$ cat src/rtl/i2cmbs_pkg.sv
// Shared constants, codes and types for the I2C master byte sequencer.
package i2cmbs_pkg;

    // Default transmit buffer depth
    localparam int TX_DEPTH_DEF = 32;

    // Field widths
    localparam int IDX_W   = 5;
    localparam int BYTE_W  = 8;
    localparam int CNT_W   = 6;
    localparam int BITS_W  = 4;
    localparam int CFG_I_W = 2;
    localparam int IN_W    = 24;
    localparam int OUT_W   = 32;
    localparam int OUT_U_W = 2;

    // Input operation codes
    localparam logic OP_STORE  = 1'b0;
    localparam logic OP_FINISH = 1'b1;

    // Configuration register indexes
    localparam logic [CFG_I_W-1:0] CFG_SLAVE_ADDR = 2'd0;
    localparam logic [CFG_I_W-1:0] CFG_TX_MODE    = 2'd1;
    localparam logic [CFG_I_W-1:0] CFG_BYTE_TOTAL = 2'd2;
    localparam logic [CFG_I_W-1:0] CFG_REP_START  = 2'd3;

    // Sequencer phase codes
    localparam logic [2:0] PH_START     = 3'd0;
    localparam logic [2:0] PH_ADDR_ACK  = 3'd1;
    localparam logic [2:0] PH_CHECK     = 3'd2;
    localparam logic [2:0] PH_RX_ACK    = 3'd3;
    localparam logic [2:0] PH_PREP_STOP = 3'd4;
    localparam logic [2:0] PH_TX_ACK    = 3'd5;
    localparam logic [2:0] PH_TX_CHECK  = 3'd6;
    localparam logic [2:0] PH_STOP      = 3'd7;

    // Fixed shift values
    localparam logic [BYTE_W-1:0] SV_RELEASE = 8'hFF;
    localparam logic [BYTE_W-1:0] SV_LOW     = 8'h00;
    localparam logic [BITS_W-1:0] BITS_BYTE  = 4'd8;
    localparam logic [BITS_W-1:0] BITS_ONE   = 4'd1;
    localparam logic [BITS_W-1:0] BITS_NONE  = 4'd0;

    // One result word
    typedef struct packed {
        logic               done_res;
        logic               address_nack;
        logic               rx_valid;
        logic [BYTE_W-1:0]  rx_byte;
        logic               stop_pulse;
        logic               start_pulse;
        logic               sda_output;
        logic [BITS_W-1:0]  bit_count;
        logic               shift_write;
        logic [BYTE_W-1:0]  shift_value;
    } t_result;

endpackage

$ cat src/rtl/i2c_master_byte_sequencer.sv
// Top level of the I2C master byte sequencer: phase control, transmit buffer, output stage.
// A finish word's result word is registered, into the skid register when the output is held.
// Throughput: one input word per cycle while tready is high; a store word gives no result word.
// An output register plus a skid register decouple the sides; input stalls only when both hold.
// The transmit buffer is a memory with registered read, prefetched at the next send pointer.
// Synchronous active-low reset clears phase, counters, SDA drive and valid flags, sets config
// to defaults (slave address 66, others 0); buffer contents stay undefined until written.
module i2c_master_byte_sequencer #(
    parameter int TX_DEPTH = i2cmbs_pkg::TX_DEPTH_DEF
) (
    input  logic                          i_clk,
    input  logic                          i_rst_n,
    // Input stream
    input  logic                          i_s_axis_tvalid,
    output logic                          o_s_axis_tready,
    // tdata: tx_index[4:0], tx_data[12:5], shift_in[20:13], zero pad[23:21]
    input  logic [i2cmbs_pkg::IN_W-1:0]   i_s_axis_tdata,
    // tuser: operation[0]
    input  logic                          i_s_axis_tuser,
    // Result stream
    output logic                          o_m_axis_tvalid,
    input  logic                          i_m_axis_tready,
    // tdata: shift_value[7:0], bit_count[11:8], sda_output[12], start_pulse[13],
    //        stop_pulse[14], rx_byte[22:15], address_nack[23], done_res[24], zero pad[31:25]
    output logic [i2cmbs_pkg::OUT_W-1:0]  o_m_axis_tdata,
    // tuser: shift_write[0], rx_valid[1]
    output logic [i2cmbs_pkg::OUT_U_W-1:0] o_m_axis_tuser,
    // Configuration write channel
    input  logic                          i_cfg_valid,
    output logic                          o_cfg_ready,
    input  logic [i2cmbs_pkg::CFG_I_W-1:0] i_cfg_index,
    input  logic [i2cmbs_pkg::BYTE_W-1:0] i_cfg_data
);
    import i2cmbs_pkg::*;

    localparam int PTR_W = (TX_DEPTH > 1) ? $clog2(TX_DEPTH) : 1;
    localparam logic [PTR_W-1:0] PTR_LAST = PTR_W'(TX_DEPTH - 1);

    // Configuration registers
    logic [BYTE_W-1:0] r_slave_addr;
    logic              r_tx_mode;
    logic [CNT_W-1:0]  r_byte_total;
    logic              r_rep_start;

    // Sequencer state
    logic [2:0]        r_phase, n_phase;
    logic [CNT_W-1:0]  r_byte_count, n_byte_count;
    logic [PTR_W-1:0]  r_send_ptr, n_send_ptr;
    logic              r_drive, n_drive;

    // Transmit buffer and prefetched read word
    logic [BYTE_W-1:0] r_tx_mem [TX_DEPTH];
    logic [BYTE_W-1:0] r_rd_data;
    logic [PTR_W-1:0]  rd_addr;

    // Output stage
    logic              r_out_valid, r_skid_valid;
    t_result           r_out, r_skid;
    t_result           res;

    // Unpacked input fields
    logic              in_op;
    logic [IDX_W-1:0]  in_idx;
    logic [BYTE_W-1:0] in_data;
    logic [BYTE_W-1:0] in_shift;
    logic              s_fire, fin_fire, store_fire, out_fire;
    logic [PTR_W-1:0]  ptr_inc;
    logic [CNT_W:0]    rx_need;

    assign in_op    = i_s_axis_tuser;
    assign in_idx   = i_s_axis_tdata[4:0];
    assign in_data  = i_s_axis_tdata[12:5];
    assign in_shift = i_s_axis_tdata[20:13];

    assign o_s_axis_tready = !r_skid_valid;
    assign o_cfg_ready     = 1'b1;
    assign s_fire     = i_s_axis_tvalid && o_s_axis_tready;
    assign fin_fire   = s_fire && (in_op == OP_FINISH);
    assign store_fire = s_fire && (in_op == OP_STORE) && (32'(in_idx) < 32'(TX_DEPTH));
    assign out_fire   = r_out_valid && i_m_axis_tready;

    assign ptr_inc = (r_send_ptr == PTR_LAST) ? '0 : r_send_ptr + 1'b1;
    assign rx_need = {1'b0, r_byte_count} + 7'd2;

    // Step the phase machine for one finish word
    always_comb begin
        n_phase      = r_phase;
        n_byte_count = r_byte_count;
        n_send_ptr   = r_send_ptr;
        n_drive      = r_drive;
        res          = '0;
        case (r_phase)
            PH_START: begin
                n_byte_count    = '0;
                n_send_ptr      = '0;
                res.start_pulse = 1'b1;
                n_drive         = 1'b1;
                res.shift_value = r_slave_addr;
                res.shift_write = 1'b1;
                res.bit_count   = BITS_BYTE;
                n_phase         = PH_ADDR_ACK;
            end
            PH_ADDR_ACK: begin
                n_drive       = 1'b0;
                res.bit_count = BITS_ONE;
                n_phase       = PH_CHECK;
            end
            PH_CHECK: begin
                if (in_shift[0]) begin
                    res.address_nack = 1'b1;
                    n_drive          = 1'b1;
                    res.shift_value  = SV_LOW;
                    res.shift_write  = 1'b1;
                    res.bit_count    = BITS_ONE;
                    n_phase          = r_tx_mode ? PH_STOP : PH_PREP_STOP;
                end else if (r_tx_mode) begin
                    n_drive         = 1'b1;
                    res.shift_value = r_rd_data;
                    res.shift_write = 1'b1;
                    res.bit_count   = BITS_BYTE;
                    n_send_ptr      = ptr_inc;
                    n_byte_count    = r_byte_count + 1'b1;
                    n_phase         = PH_TX_ACK;
                end else begin
                    n_drive       = 1'b0;
                    res.bit_count = BITS_BYTE;
                    n_phase       = PH_RX_ACK;
                end
            end
            PH_RX_ACK: begin
                res.rx_byte     = in_shift;
                res.rx_valid    = 1'b1;
                n_drive         = 1'b1;
                res.shift_write = 1'b1;
                res.bit_count   = BITS_ONE;
                // ACK all data bytes but the last, which gets NACK
                if (rx_need <= {1'b0, r_byte_total}) begin
                    res.shift_value = SV_LOW;
                    n_byte_count    = r_byte_count + 1'b1;
                    n_phase         = PH_CHECK;
                end else begin
                    res.shift_value = SV_RELEASE;
                    n_phase         = PH_PREP_STOP;
                end
            end
            PH_PREP_STOP: begin
                n_drive         = 1'b1;
                res.shift_value = SV_LOW;
                res.shift_write = 1'b1;
                res.bit_count   = BITS_ONE;
                n_phase         = PH_STOP;
            end
            PH_TX_ACK: begin
                n_drive       = 1'b0;
                res.bit_count = BITS_ONE;
                n_phase       = PH_TX_CHECK;
            end
            PH_TX_CHECK: begin
                n_drive         = 1'b1;
                res.shift_write = 1'b1;
                if (r_byte_count == r_byte_total) begin
                    res.shift_value = r_rep_start ? SV_RELEASE : SV_LOW;
                    res.bit_count   = BITS_ONE;
                    n_phase         = PH_STOP;
                end else begin
                    res.shift_value = r_rd_data;
                    res.bit_count   = BITS_BYTE;
                    n_send_ptr      = ptr_inc;
                    n_byte_count    = r_byte_count + 1'b1;
                    n_phase         = PH_TX_ACK;
                end
            end
            default: begin
                res.shift_value = SV_RELEASE;
                res.shift_write = 1'b1;
                res.bit_count   = BITS_NONE;
                res.stop_pulse  = 1'b1;
                n_drive         = 1'b0;
                res.done_res    = 1'b1;
                n_phase         = PH_START;
            end
        endcase
        res.sda_output = n_drive;
    end

    // Configuration writes
    always_ff @(posedge i_clk) begin
        if (!i_rst_n) begin
            r_slave_addr <= 8'd66;
            r_tx_mode    <= 1'b0;
            r_byte_total <= '0;
            r_rep_start  <= 1'b0;
        end else if (i_cfg_valid) begin
            case (i_cfg_index)
                CFG_SLAVE_ADDR: r_slave_addr <= i_cfg_data;
                CFG_TX_MODE:    r_tx_mode    <= i_cfg_data[0];
                CFG_BYTE_TOTAL: r_byte_total <= i_cfg_data[CNT_W-1:0];
                CFG_REP_START:  r_rep_start  <= i_cfg_data[0];
                default: ;
            endcase
        end
    end

    // Advance sequencer state on each finish word
    always_ff @(posedge i_clk) begin
        if (!i_rst_n) begin
            r_phase      <= PH_START;
            r_byte_count <= '0;
            r_send_ptr   <= '0;
            r_drive      <= 1'b0;
        end else if (fin_fire) begin
            r_phase      <= n_phase;
            r_byte_count <= n_byte_count;
            r_send_ptr   <= n_send_ptr;
            r_drive      <= n_drive;
        end
    end

    // Transmit buffer: write stores, prefetch the word at the next send pointer
    assign rd_addr = !i_rst_n ? '0 : (fin_fire ? n_send_ptr : r_send_ptr);

    always_ff @(posedge i_clk) begin
        if (store_fire) begin
            r_tx_mem[PTR_W'(in_idx)] <= in_data;
        end
        if (store_fire && (PTR_W'(in_idx) == rd_addr)) begin
            r_rd_data <= in_data;
        end else begin
            r_rd_data <= r_tx_mem[rd_addr];
        end
    end

    // Output register with skid stage
    always_ff @(posedge i_clk) begin
        if (!i_rst_n) begin
            r_out_valid  <= 1'b0;
            r_skid_valid <= 1'b0;
        end else if (r_skid_valid) begin
            if (out_fire) begin
                r_skid_valid <= 1'b0;
            end
        end else if (fin_fire) begin
            if (!r_out_valid || out_fire) begin
                r_out_valid <= 1'b1;
            end else begin
                r_skid_valid <= 1'b1;
            end
        end else if (out_fire) begin
            r_out_valid <= 1'b0;
        end
    end

    always_ff @(posedge i_clk) begin
        if (r_skid_valid) begin
            if (out_fire) begin
                r_out <= r_skid;
            end
        end else if (fin_fire) begin
            if (!r_out_valid || out_fire) begin
                r_out <= res;
            end else begin
                r_skid <= res;
            end
        end
    end

    assign o_m_axis_tvalid = r_out_valid;
    assign o_m_axis_tdata  = {7'd0, r_out.done_res, r_out.address_nack, r_out.rx_byte,
                              r_out.stop_pulse, r_out.start_pulse, r_out.sda_output,
                              r_out.bit_count, r_out.shift_value};
    assign o_m_axis_tuser  = {r_out.rx_valid, r_out.shift_write};

    // Skid stage only fills behind a held output word
    a_skid_behind_out: assert property (@(posedge i_clk) disable iff (!i_rst_n)
        r_skid_valid |-> r_out_valid)
        else $error("skid word without output word");

    // A finish word in the stop phase returns the sequencer to idle
    a_stop_to_idle: assert property (@(posedge i_clk) disable iff (!i_rst_n)
        (fin_fire && r_phase == PH_STOP) |=> (r_phase == PH_START && !r_drive))
        else $error("stop phase did not return to idle");

    // Start pulse always comes with a full address byte load
    a_start_byte: assert property (@(posedge i_clk) disable iff (!i_rst_n)
        (r_out_valid && r_out.start_pulse) |->
            (r_out.bit_count == BITS_BYTE && r_out.shift_write && r_out.sda_output))
        else $error("start pulse without address byte load");

    // Done marks the stop pulse and a released bus
    a_done_stop: assert property (@(posedge i_clk) disable iff (!i_rst_n)
        (r_out_valid && r_out.done_res) |->
            (r_out.stop_pulse && !r_out.sda_output && r_out.bit_count == BITS_NONE))
        else $error("done without stop");

    // Store words never move the sequencer
    a_store_holds: assert property (@(posedge i_clk) disable iff (!i_rst_n)
        (s_fire && in_op == OP_STORE) |=> ($stable(r_phase) && $stable(r_byte_count)))
        else $error("store word changed sequencer state");

endmodule

$ cat config.mk
export PLATFORM = sky130hd
export DESIGN_NAME = i2c_master_byte_sequencer
export DESIGN_NICKNAME = d
export VERILOG_FILES = /design/src/rtl/i2cmbs_pkg.sv /design/src/rtl/i2c_master_byte_sequencer.sv
export SDC_FILE = /design/constraint.sdc
export NUM_CORES = 1
export LEC_CHECK = 0
export BUFFER_PORTS_ARGS = -buffer_cell sky130_fd_sc_hd__clkbuf_2
export CORE_ASPECT_RATIO = 2
export CORE_UTILIZATION = 65
export DETAILED_ROUTE_END_ITERATION = 16
export PLACE_DENSITY = 0.94
export SYNTH_ARGS = -nofsm -noshare
export SYNTH_HDL_FRONTEND = slang
export SYNTH_SLANG_ARGS = --single-unit
export TNS_END_PERCENT = 1
$ cat constraint.sdc
create_clock -name i_clk -period 7.2 [get_ports i_clk]
set_clock_uncertainty 0.05 [all_clocks]
set_input_delay 0.36 -clock i_clk [delete_from_list [all_inputs] [get_ports i_clk]]
set_output_delay 0.36 -clock i_clk [all_outputs]
set_load 0.005 [all_outputs]
# Word-level counts from Yosys, hierarchy flattened
# Memory sizes are Yosys's and may differ from the RTL's. A register that Yosys moved wholly into a read port is not among the register bits.
# Index checks and enable logic that the tools add are counted.
# op_classes
add_sub_neg	3
eq_ne	17
mux	47
n_lt_le_gt_ge	1
n_bitwise	3
reduce_logical	25
# ops
operator	count
27-bit 2-to-1 mux	4
9-bit case mux with 6 select lines	1
5-bit 2-to-1 mux	6
6-bit 2-to-1 mux	4
8-bit 2-to-1 mux	3
6-bit case mux with 4 select lines	1
3-bit case mux with 7 select lines	1
9-bit 2-to-1 mux	2
4-bit case mux with 4 select lines	1
1-bit 2-to-1 mux	15
5-bit case mux with 3 select lines	1
13-bit 2-to-1 mux	1
3-bit == test, second input constant	3
3-bit 2-to-1 mux	3
3-bit AND reduction	3
2-bit inequality test, second input constant	4
2-bit AND reduction	4
4-bit OR reduction	2
6-bit by 2-bit adder with 7-bit output, second input constant	1
7-bit by 6-bit less-or-equal comparator with 1-bit output	1
7-bit OR reduction	1
6-bit by 1-bit adder with 6-bit output, second input constant	1
3-bit by 2-bit == test with 1-bit output, second input constant	2
6-bit == test	1
19 further kinds	30
# word_totals
mem_bits_rw	256
regBits	85
output_inout_bits	37
memories	1
in_bits	40
# mem_list
name	depth	word_bits	rd	rd_ports_with_merged_regs	wr	line	text
r_tx_mem	32	8	1	1	1	i2c_master_byte_sequencer.sv:52	logic [BYTE_W-1:0] r_tx_mem [TX_DEPTH];

# Depth between registers and ports, before layout
# depth
ltp_word	7
mapped_depth	10
ltp_nobuf	10

# Least setup slack after synthesis
# OpenSTA, ideal clock, no wires.
# synth_path
path_kind	reg2reg
startpoint	reg r_byte_count[2]
endpoint	reg r_out (netlist bit o_m_axis_tdata[3]), data pin
slack_ns	4.479
synth_period_minus_slack_ns	2.721
arrival_time_ns	2.411
required_time_ns	6.890
stages_incl_launch_ff	11
cell_sequence	dfxtp_1 -> ha_1 -> nand3_1 -> xnor2_1 -> ha_1 -> nand3_1 -> a21oi_1 -> a211oi_1 -> o31a_1 -> nand4_1 -> mux2_2
# synth_lines
item	line	text
from (decl)	i2c_master_byte_sequencer.sv:47	logic [CNT_W-1:0] r_byte_count, n_byte_count;
from (signal assigned)	i2c_master_byte_sequencer.sv:213	r_byte_count <= n_byte_count;
to (signal assigned)	i2c_master_byte_sequencer.sv:256	r_out <= r_skid;
to (signal assigned)	i2c_master_byte_sequencer.sv:260	r_out <= res;
to (decl)	i2c_master_byte_sequencer.sv:58	t_result r_out, r_skid;

# Worst setup path after layout
# layout_path
startpoint	reg r_skid_valid
endpoint	mem r_tx_mem[4][5] (enable)
# layout_between
elab_chain_cells	5
# layout_lines
item	line	text
from (decl)	i2c_master_byte_sequencer.sv:57	logic r_out_valid, r_skid_valid;
from (signal assigned)	i2c_master_byte_sequencer.sv:237	r_skid_valid <= 1'b0;
from (signal assigned)	i2c_master_byte_sequencer.sv:240	r_skid_valid <= 1'b0;
from (signal assigned)	i2c_master_byte_sequencer.sv:246	r_skid_valid <= 1'b1;
1-bit logical NOT	i2c_master_byte_sequencer.sv:75	assign o_s_axis_tready = !r_skid_valid;
1-bit logical AND	i2c_master_byte_sequencer.sv:77	assign s_fire = i_s_axis_tvalid && o_s_axis_tready;
1-bit logical AND	i2c_master_byte_sequencer.sv:79	assign store_fire = s_fire && (in_op == OP_STORE) && (32'(in_idx) < 32'(TX_DEPTH));
1-bit 2-to-1 mux	i2c_master_byte_sequencer.sv:223	if (store_fire) begin
1-bit 2-to-1 mux (implied by the code)	i2c_master_byte_sequencer.sv:224	r_tx_mem[PTR_W'(in_idx)] <= in_data;
to (decl)	i2c_master_byte_sequencer.sv:52	
# Every way passes these cells.

==> flow_results.org <==
** Synthesis
- Share of the synthesized area in the top cell type :: 65.9%
- Counting flops with a built-in enable in the synthesized netlist gives 304.
- Synthesis produced 811 cells.
- Share of synthesized area occupied by flip-flops and latches :: 70.5%
- In the synthesized netlist the async set-or-reset flop fraction comes to 0%.
- Mean area per synthesized cell :: 17.1 µm²
- Yosys reg bits :: 336
- Yosys top cell by area :: sky130_fd_sc_hd__edfxtp_1
- Yosys mapped the design onto 64 distinct sky130hd cell types.
- For this run, the number of Yosys warnings is 0.
- Dominant register cell in the synthesized netlist :: sky130_fd_sc_hd__edfxtp_1
- Sorting the synthesized cells by area gives the leading types as sky130_fd_sc_hd__edfxtp_1 66%, sky130_fd_sc_hd__mux4_2 8.8%, sky130_fd_sc_hd__dfxtp_1 4.6%.
- Cell area after technology mapping :: 13900 µm²

** Die
- The floorplan step set the die height to 209 µm.
- Number of top-level pins :: 77
- The core region is 20900 µm².
- Initial standard-cell utilization of the core :: 66.2%
- Measured along the x axis, the die boundary spans 105 µm.
- After floorplanning, the core was divided into 75 placement rows.
- The die covers 21900 µm².

** Min path
- The startpoint identified for the worst hold timing path is i_cfg_data[6].
- In this run the worst hold path is classified as input port to flop.

** Final layout
- From synthesis to final layout, the design area changed by 9.32%.
- Layout cell share with drive strength beyond 1 :: 21.9%
- Leaving out fill and tap cells, the most frequent cell in the layout is sky130_fd_sc_hd__edfxtp_1.
- ANT cells :: 0
- Highest-count cells in the layout ignoring fill and taps :: 304 x sky130_fd_sc_hd__edfxtp_1, 66 x sky130_fd_sc_hd__nor2_1, 63 x sky130_fd_sc_hd__clkbuf_2
- The final layout contains 918 nets.
- Non-filler instance count after layout :: 1153
- The filler cells instantiated in the layout total 1177.

** Flow run
- Across the run, the number of max-cap violations was 0.

** Critical path
- Data on the critical path is required at its endpoint by 7.30 ns.
- Source of the worst register-to-register timing path :: r_skid_valid
- The worst setup path is captured at a flop.
- The critical path is of the flop to flop type.
- Critical path launch point type :: flop
- In this run the worst path has a maximum fanout of 22.
- At the worst endpoint, the arrival time is 3.58 ns.
- Tracing the worst setup path back leads to its startpoint at r_skid_valid.

** Drt
- For this run, the detailed router's first-pass iteration total came to 5.
- Total routed wirelength :: 31000 µm
- Antenna-violating nets left :: 0
- The routed layout has 7823 vias.
- After detailed routing, the number of remaining DRC violations is 0.
- After the first detailed-routing iteration, the DRC count stood at 730.
- Detailed-route wire length per cell :: 26.9 µm
- Post-DR vias/cell :: 6.78

** Clocking
- Clock-pin slew was measured on the worst setup and hold paths at 0.07 ns.
- The clock reaches the later pin of the worst-skew pair after 0.54 ns.
- The number of gates resized after CTS was 0.
- Bufs on Longest Clock Path :: 3
- The root buffer cell chosen for the clock tree is sky130_fd_sc_hd__clkbuf_16.
- H-tree depth :: 1
- TritonCTS built the clock tree.
- The number of hold buffers added after CTS was 1.
- Inserted Clock Buffers :: 27
- Post-CTS setup buffer count :: 0
- Number of clock sinks seen by CTS :: 336

** STA
- Derived from the worst setup path, the maximum achievable clock frequency is 288 MHz.
- The worst path in the final design needs a cycle of 3.47 ns, including I/O delays and setup.
- Count of pins over their slew limit :: 0
- Tightest Pin Transition :: 1.25 ns
- For the final routed database, the setup TNS stands at 0 ns.
- The final critical path takes up 48.2% of the cycle.
- Setup violations remaining at the end of the flow were counted as 0.
- Relative slew slack :: 15.9%
- The final number of hold-violating endpoints was 0.
- Setup repair after global routing missed its margin :: no

** Pwr
- The worst-case IR drop observed on VDD is 0.256 mV.
- Leakage power :: 5.04 nW
- Cell Pwr Density :: 248 nW/µm²
- Post-route total power :: 3.75 mW

** GRT
- The first global-routing pass estimated 46300 µm of wire.
- The number of antenna violations at the first check in global routing is 0.
- Maximum number of pins on one net before global-route repair :: 58
- Combined global-route utilization of all metal layers :: 29.0%
- Number of global-route vias before repair :: 7772
- The total overflow left after global routing is 0.

** Placement
- In this run the tool buffered the top-level ports with 63 buffer cells.
- The congestion estimate from routability-driven global placement came to 0.917.
- Once placement completed, the tool counted placed cells totaling 1105.
- Half-perimeter wire length after detailed placement :: 19600 µm

** Outcome
- Status :: finished, final reports clean
-- through the flow --
stage                     utilization (%)  worst slack (ns)  hold slack, ns  cell area (µm²)
after CTS                            72.4              3.77         0.00260            15200
after global routing                 72.4              3.56          0.0270            15200
after floorplan                         -              4.48           0.391            13900
after global placement               68.2              3.93           0.411            14300
final                                72.4              3.73          0.0191            15200
after detailed placement             68.2              3.80           0.419            14300
-- report_power, final --
group | switching [mW] | internal (mW) | total, mW
logic | 0.0940 | 0.0443 | 0.138
registers | 0.0131 | 2.15 | 2.16
clock network | 0.658 | 0.799 | 1.46
total | 0.765 | 2.99 | 3.75
-- routing by layer --
metal / wire, µm / up-vias / part of all wire [%] / track usage, %
li1: - / 3329 / - / -
met1: 10000 / 3895 / 32 / 32.7
met2: 16600 / 476 / 53 / 52.0
met3: 2150 / 123 / 6.9 / 3.20
met4: 2210 / 0 / 7.1 / 17.8
met5: 0 / - / 0 / 0
-- cells in the mapped netlist, types with 3 or more instances --
cell type and count:
sky130_fd_sc_hd__o21ai_1 7, sky130_fd_sc_hd__edfxtp_1 304, sky130_fd_sc_hd__a32o_1 3, sky130_fd_sc_hd__nand2b_1 5, sky130_fd_sc_hd__a211oi_1 4, sky130_fd_sc_hd__and2_1 3
sky130_fd_sc_hd__mux4_1 10, sky130_fd_sc_hd__a22oi_1 15, sky130_fd_sc_hd__nand3_1 14, sky130_fd_sc_hd__buf_4 11, sky130_fd_sc_hd__and3_1 12, sky130_fd_sc_hd__nor2b_1 9
sky130_fd_sc_hd__mux4_2 54, sky130_fd_sc_hd__nor2_1 66, sky130_fd_sc_hd__ha_1 12, sky130_fd_sc_hd__clkbuf_1 19, sky130_fd_sc_hd__nor3_1 15, sky130_fd_sc_hd__or3_1 3
sky130_fd_sc_hd__mux2_2 17, sky130_fd_sc_hd__dfxtp_1 32, sky130_fd_sc_hd__a311o_1 3, sky130_fd_sc_hd__buf_1 5, sky130_fd_sc_hd__o21ai_0 6, sky130_fd_sc_hd__xor2_1 5
sky130_fd_sc_hd__buf_2 8, sky130_fd_sc_hd__nand3b_1 7, sky130_fd_sc_hd__o31ai_1 5, sky130_fd_sc_hd__a21oi_1 17, sky130_fd_sc_hd__o22ai_1 16, sky130_fd_sc_hd__nand2_1 31
sky130_fd_sc_hd__a31oi_1 5, sky130_fd_sc_hd__buf_6 6, sky130_fd_sc_hd__mux2i_1 17, sky130_fd_sc_hd__nand4_1 9, sky130_fd_sc_hd__inv_1 19
-- worst paths after layout --
path,cells after the start,slack (ns),to
worst max-delay path,4,3.73,r_tx_mem[4][5]
worst max register to register,4,3.73,r_tx_mem[4][5]
worst min register to register,2,0.44,r_slave_addr[6]
worst min-delay path,3,0.02,r_slave_addr[6]
-- flip-flops by register name (all words and copies together), names as in the netlist --
| register | count |
|---|---|
| r_byte_count | 6 |
| r_tx_mode | 1 |
| r_tx_mem | 256 |
| r_byte_total | 6 |
| r_skid | 24 |
| r_send_ptr | 5 |
| r_skid_valid | 1 |
| o_m_axis_tvalid | 1 |
| o_m_axis_tuser | 2 |
| r_rep_start | 1 |
| r_phase | 3 |
| r_slave_addr | 8 |
| o_m_axis_tdata | 22 |
-- critical path, cell delays in order (launching register included) --
cell	delay, ns
sky130_fd_sc_hd__dfxtp_1	0.45
sky130_fd_sc_hd__inv_1	0.69
sky130_fd_sc_hd__nand3_1	0.48
sky130_fd_sc_hd__or3_1	0.65
sky130_fd_sc_hd__nor2_1	0.75
-- kinds of logic after synthesis --
| kind of cell | after synthesis | synth area share (%) |
|---|---|---|
| buffers and inverters | 70 | 2.72 |
| multiplexers | 100 | 13.5 |
| flip-flops | 336 | 70.5 |
| XOR/XNOR | 7 | 0.442 |
| AND/OR/NAND/NOR | 184 | 6.51 |
| adder cells (fa/ha/maj) | 12 | 1.08 |
| other | 2 | 0.0542 |
| AO/OA/AOI/OAI | 100 | 5.21 |
-- area by class of cell --
| type | count | area, µm² | share of cell area, % |
|---|---|---|---|
| inverter | 19 | 71.3 | 0.471 |
| clock inverter | 16 | 169 | 1.11 |
| multi-input combinational | 413 | 3750 | 24.7 |
| timing repair buffer | 69 | 363 | 2.39 |
| sequential | 336 | 9770 | 64.5 |
| clock buffer | 31 | 691 | 4.56 |
| tap | 269 | 337 | 2.22 |
Power figures use the tool's default switching activity.
